**src/rtl/core/fbfa_pkg.sv**
```systemverilog
`timescale 1ns / 1ps
`default_nettype none
// ----------------------------------------------------------------------------
// fbfa_pkg
// Shared constants, widths and control types of the block allocator.
// ----------------------------------------------------------------------------
package fbfa_pkg;

   // arena and block table dimensions
   localparam int ARENA_BYTES  = 65536;
   localparam int MAX_BLOCKS   = 256;
   localparam int HEADER_BYTES = 8;

   // item field widths
   localparam int REQ_W    = 16;
   localparam int ADDR_W   = 16;
   localparam int STATUS_W = 2;
   localparam int MODE_W   = 1;

   // derived widths
   localparam int IDX_W    = $clog2(MAX_BLOCKS);
   localparam int CNT_W    = $clog2(MAX_BLOCKS + 1);
   localparam int ARENA_W  = $clog2(ARENA_BYTES + 1);
   localparam int NEED_W   = $clog2((1 << REQ_W) + HEADER_BYTES);
   localparam int SIZE_W   = (ARENA_W > NEED_W) ? ARENA_W : NEED_W;
   localparam int SUM_W    = SIZE_W + 1;
   localparam int ENTRY_W  = SIZE_W + 1;

   // operation codes
   localparam logic OP_ALLOC = 1'b0;
   localparam logic OP_FREE  = 1'b1;

   // fit modes
   localparam logic MODE_FIRST = 1'b0;
   localparam logic MODE_BEST  = 1'b1;

   // result status codes
   localparam logic [STATUS_W-1:0] ST_OK       = 2'd0;
   localparam logic [STATUS_W-1:0] ST_NO_SPACE = 2'd1;
   localparam logic [STATUS_W-1:0] ST_BAD_FREE = 2'd2;

   // controller to datapath
   typedef struct packed {
      logic load;     // capture an accepted item
      logic scan;     // walk the block table
      logic commit;   // update state and load the result
   } fbfa_cmd_type;

   // datapath to controller
   typedef struct packed {
      logic scan_done;
      logic out_free;
   } fbfa_sts_type;

endpackage : fbfa_pkg
`default_nettype wire

```
**src/rtl/core/fbfa_ctrl.sv**
```systemverilog
`timescale 1ns / 1ps
`default_nettype none
// ----------------------------------------------------------------------------
// fbfa_ctrl
// Sequencer of the allocator: accept an item, walk the table, commit.
// ----------------------------------------------------------------------------
module fbfa_ctrl (
   input  wire logic                  clock,
   input  wire logic                  reset,
   input  wire logic                  req_valid,
   output logic                       req_stall,
   input  wire fbfa_pkg::fbfa_sts_type sts,
   output fbfa_pkg::fbfa_cmd_type     cmd
);
   import fbfa_pkg::*;

   typedef enum logic [1:0] {
      IDLE,
      SCAN,
      COMMIT
   } state_type;

   state_type state_ff;
   state_type state_in;

   // take a new item only between requests
   assign req_stall  = (state_ff != IDLE);
   assign cmd.load   = (state_ff == IDLE) && req_valid;
   assign cmd.scan   = (state_ff == SCAN);
   assign cmd.commit = (state_ff == COMMIT) && sts.out_free;

   // next state
   always_comb begin
      state_in = state_ff;
      case (state_ff)
         IDLE: begin
            if (req_valid) begin
               state_in = SCAN;
            end
         end
         SCAN: begin
            if (sts.scan_done) begin
               state_in = COMMIT;
            end
         end
         COMMIT: begin
            if (sts.out_free) begin
               state_in = IDLE;
            end
         end
         default: begin
            state_in = IDLE;
         end
      endcase
   end

   always_ff @(posedge clock) begin
      if (reset) begin
         state_ff <= IDLE;
      end else begin
         state_ff <= state_in;
      end
   end

endmodule : fbfa_ctrl
`default_nettype wire

```
**config.mk**
```make
export PLATFORM = sky130hd
export DESIGN_NAME = fbfa_ctrl
export DESIGN_NICKNAME = d
export VERILOG_FILES = /design/src/rtl/core/fbfa_pkg.sv /design/src/rtl/core/fbfa_ctrl.sv
export SDC_FILE = /design/constraint.sdc
export NUM_CORES = 1
export LEC_CHECK = 0
export BUFFER_PORTS_ARGS = -buffer_cell sky130_fd_sc_hd__buf_2
export CAP_MARGIN = 20
export CORE_AREA = 2 2 39 41
export CTS_BUF_LIST = sky130_fd_sc_hd__clkbuf_16
export DETAILED_ROUTE_END_ITERATION = 7
export DIE_AREA = 0 0 41 43
export HOLD_SLACK_MARGIN = 0.1
export PLACE_DENSITY_LB_ADDON = 0.08
export SLEW_MARGIN = 10
export SYNTH_ARGS = -nofsm -noshare
export SYNTH_HDL_FRONTEND = slang
export SYNTH_SLANG_ARGS = --single-unit
```
**constraint.sdc**
```tcl
create_clock -name clock -period 2.75 [get_ports clock]
set_input_delay 0.275 -clock clock [delete_from_list [all_inputs] [get_ports clock]]
set_output_delay 0.275 -clock clock [all_outputs]
set_load 0.01 [all_outputs]
```
Word level (Yosys, flattened, before mapping)

Cells that the tools add are included.

Flip-flop bits (word level): 2
Input bits: 5
Output and inout port bits: 4
Word-level logic and storage cells: 15

Eq/ne operators: 5
Mux-type cells: 4
Reduce and logical (&&, ||, !) cells: 5

Operators by type and width:

| kind                                           | number |
|---|---|
| two-way mux 2 bit                              | 3 |
| != test 2 bit (second input constant)          | 3 |
| case mux 2 bit (3 select lines)                | 1 |
| AND reduction 3 bit                            | 1 |
| == test 2 x 1 -> 1 bit (second input constant) | 1 |
| == test 2 bit (second input constant)          | 1 |
| logical AND 1 bit                              | 2 |
| logical NOT 2 bit                              | 1 |
| nonzero test 2 bit                             | 1 |

Logic depth before layout (Yosys ltp)

Depth in word-level cells: 3
Depth in mapped cells: 2
Depth with buffers taken out: 2

Worst setup path before layout

Ideal clock, no wire load.

Kind: register to output
From: register state_ff[0]
To: output cmd[2] in the netlist's numbering
Arrival time: 0.776 ns
Required time: 2.475 ns
Path slack: 1.699 ns
Stages on the path, launching flop included: 3
Buffers on the path: 0
Path through: dfxtp_1 or2_1 nor2_1

RTL lines:

| element                | RTL line        | RTL |
|---|---|---|
| from (decl)            | fbfa_ctrl.sv:23 | `state_type state_ff;` |
| from (signal assigned) | fbfa_ctrl.sv:61 | `state_ff <= state_in;` |
| to (decl)              | fbfa_ctrl.sv:13 | `output fbfa_pkg::fbfa_cmd_type cmd` |

==> qor.txt <==
share of layout cells above drive strength 1: 0.520
synthesized area: 124 µm²
Critical Path AT: 1010 ps
first drt pass iteration count: 2
Unique masters post-synth: 13
clock sink count: 2
post-synthesis compound-gate area fraction: 0.131
placeable core area: 1380 µm²
Fill cells: 155
CP Launch Point: state_ff[0]
Hold Crit Class: primary input to flip-flop
hold buffer count at cts: 0
most frequent cells in the layout: buf_2, clkbuf_16, nor2_1, dfxtp_1
VDD IR max: 0.217 mV
largest registers: state_ff: 2 flops
drt via density: 3.10
Biggest register: state_ff
final setup vio count: 0
total gr overflow: 0
Final Cycle Share: 0.466
routability cong.: 0.590
CTS clk-pin slew, worst paths: 30 ps
Net count, final: 32
worst path cell trace: or2_1, nor2_1, buf_2
RR Startpoint: state_ff[1]
placed cell count: 38
most common cell after layout, fill and taps aside: buf_2
Buffers on Ports: 8
CTS root buffer: clkbuf_16
Final Hold Fails: 0
Vias: 127
vias in the first global route: 135
GR Util All Layers: 0.0512
RSZ-0062 raised after global routing: false
FF-to-FF End: state_ff[1]
Ys Warns: 0
CTS max path bufs: 2
CTS tree: yes
WL per Instance: 7.41 µm
Startpoint Class: flip-flop
CP endpoint: cmd[2]
simple-gate share of the synthesized area: 0.455
initial core utilization: 0.0895
H-tree depth: 1
Std-Cell Rows: 14
Largest register FFs: 2
ant diodes: 0
sequential fraction of the synthesis area: 0.323
Slew Limit Fails: 0
mux share of post-synthesis cell area: 0
Pleak: 0.000119 µW
clk_skew: 0.510 ps
largest net degree at the start of global routing: 8
combinational family with the most area after synthesis: simple AND/OR/NAND/NOR gates
Req. time, crit path: 2480 ps
antenna violations before repair: 0
total die area: 1760 µm²
Area Growth Syn to Fin: 103%
CP Capture Type: output pin
WL final: 304 µm
top-level I/O count: 9
Clock Latency Late Sink: 220 ps
fmax: 0.780 GHz
Synth Instances: 15
syn avg cell area: 8.26 µm²
DIE HEIGHT: 43 µm
Max-slew headroom: 0.879
first-pass GRT wire length: 531 µm
r2r setup slk: 1810 ps
max_cap viols: 0
total CTS buffers: 3
Setup Fix Bufs, Post-CTS: 0
Slew @ Worst Pin: 182 ps
pwr/cell area: 1060 nW/µm²
Synth Area in Adders: 0
worst r2r path cells: 2
crit path max-delay cell type: dfxtp_1
CP Max Fanout: 7
result of the run: completed
DR iter-0 viols: 1
Post-route DRC: 0
post-synth net total: 20
flip-flop and latch count after synthesis: 2
Period minus WS final: 1280 ps
XOR/XNOR Fraction of Synth Area: 0
Die X-Extent: 41 µm
setup_tns: 0 ps
fin cells: 41
CP max stage delay: 340 ps
CTS resizes: 0
Crit Path Category: flip-flop to output pin
DRT antenna net count: 0
==> synth_stat cells <==
| library cell | instances | share of area |
|---|---|---|
| nand2_1 | 1 | 0.030 |
| a211oi_1 | 1 | 0.061 |
| nor2_1 | 2 | 0.061 |
| or2b_1 | 1 | 0.061 |
| dfxtp_1 | 2 | 0.32 |
| buf_4 | 1 | 0.061 |
| nand2b_1 | 1 | 0.051 |
| inv_1 | 1 | 0.030 |
| or3b_1 | 1 | 0.071 |
| and2b_2 | 1 | 0.071 |
| a21oi_2 | 1 | 0.071 |
| nand3b_1 | 1 | 0.061 |
| or2_1 | 1 | 0.051 |
==> critical path, delay by kind of cell (launching register included) <==
kind | cells | cell delay, ps
flops | 1 | 340
simple gates | 2 | 330
buf+inv | 1 | 130
==> per-stage QoR <==
| step | utilization | total power [µW] | worst slack, ps | cell area (µm²) | hold slack (ps) |
|---|---|---|---|---|---|
| finish | 0.182 | 266 | 1470 | 251 | 233 |
| global route | 0.182 | 278 | 1370 | 251 | 250 |
| CTS | 0.182 | 272 | 1450 | 251 | 230 |
| detailed placement | 0.127 | 51.9 | 1680 | 176 | 457 |
| global placement | 0.127 | 52.3 | 1680 | 176 | 464 |
| floorplan | - | 44.5 | 1700 | 124 | 337 |
==> routing by layer <==
metal	GRT usage	vias to the layer above	share of wire
li1	-	68	-
met1	0.0673	53	0.45
met2	0.0469	6	0.42
met3	0.0471	0	0.13
met4	0.0400	0	0
met5	0	-	0
==> logic make-up after synthesis <==
family                 Yosys count
DFF                              2
and+or+nand+nor                  9
AOI/OAI and AO/OA                2
buffers and inverters            2
==> worst min path at each step <==
stage / from / to / cells after the start
3_5_place_dp: reset / state_ff[1] / 2
4_1_cts: reset / state_ff[1] / 2
2_1_floorplan: reset / state_ff[1] / 1
6_report: reset / state_ff[1] / 2
3_3_place_gp: reset / state_ff[1] / 2
5_1_grt: reset / state_ff[1] / 2
==> layout make-up <==
cell class	count	area, µm²	area share
clock buffer	3	75.1	0.299
inverter	1	3.75	0.0149
multi-input combinational	11	72.6	0.289
sequential	2	40.0	0.159
tap	16	20.0	0.0796
timing repair buffer	8	40.0	0.159
==> power by group <==
part / leakage [µW] / switching, µW / internal (µW)
logic: 0.0000656 / 7.88 / 9.61
clock network: 0.0000370 / 30.6 / 185
registers: 0.0000164 / 2.46 / 31.1
Note: power is estimated with default switching activity, not from simulation.
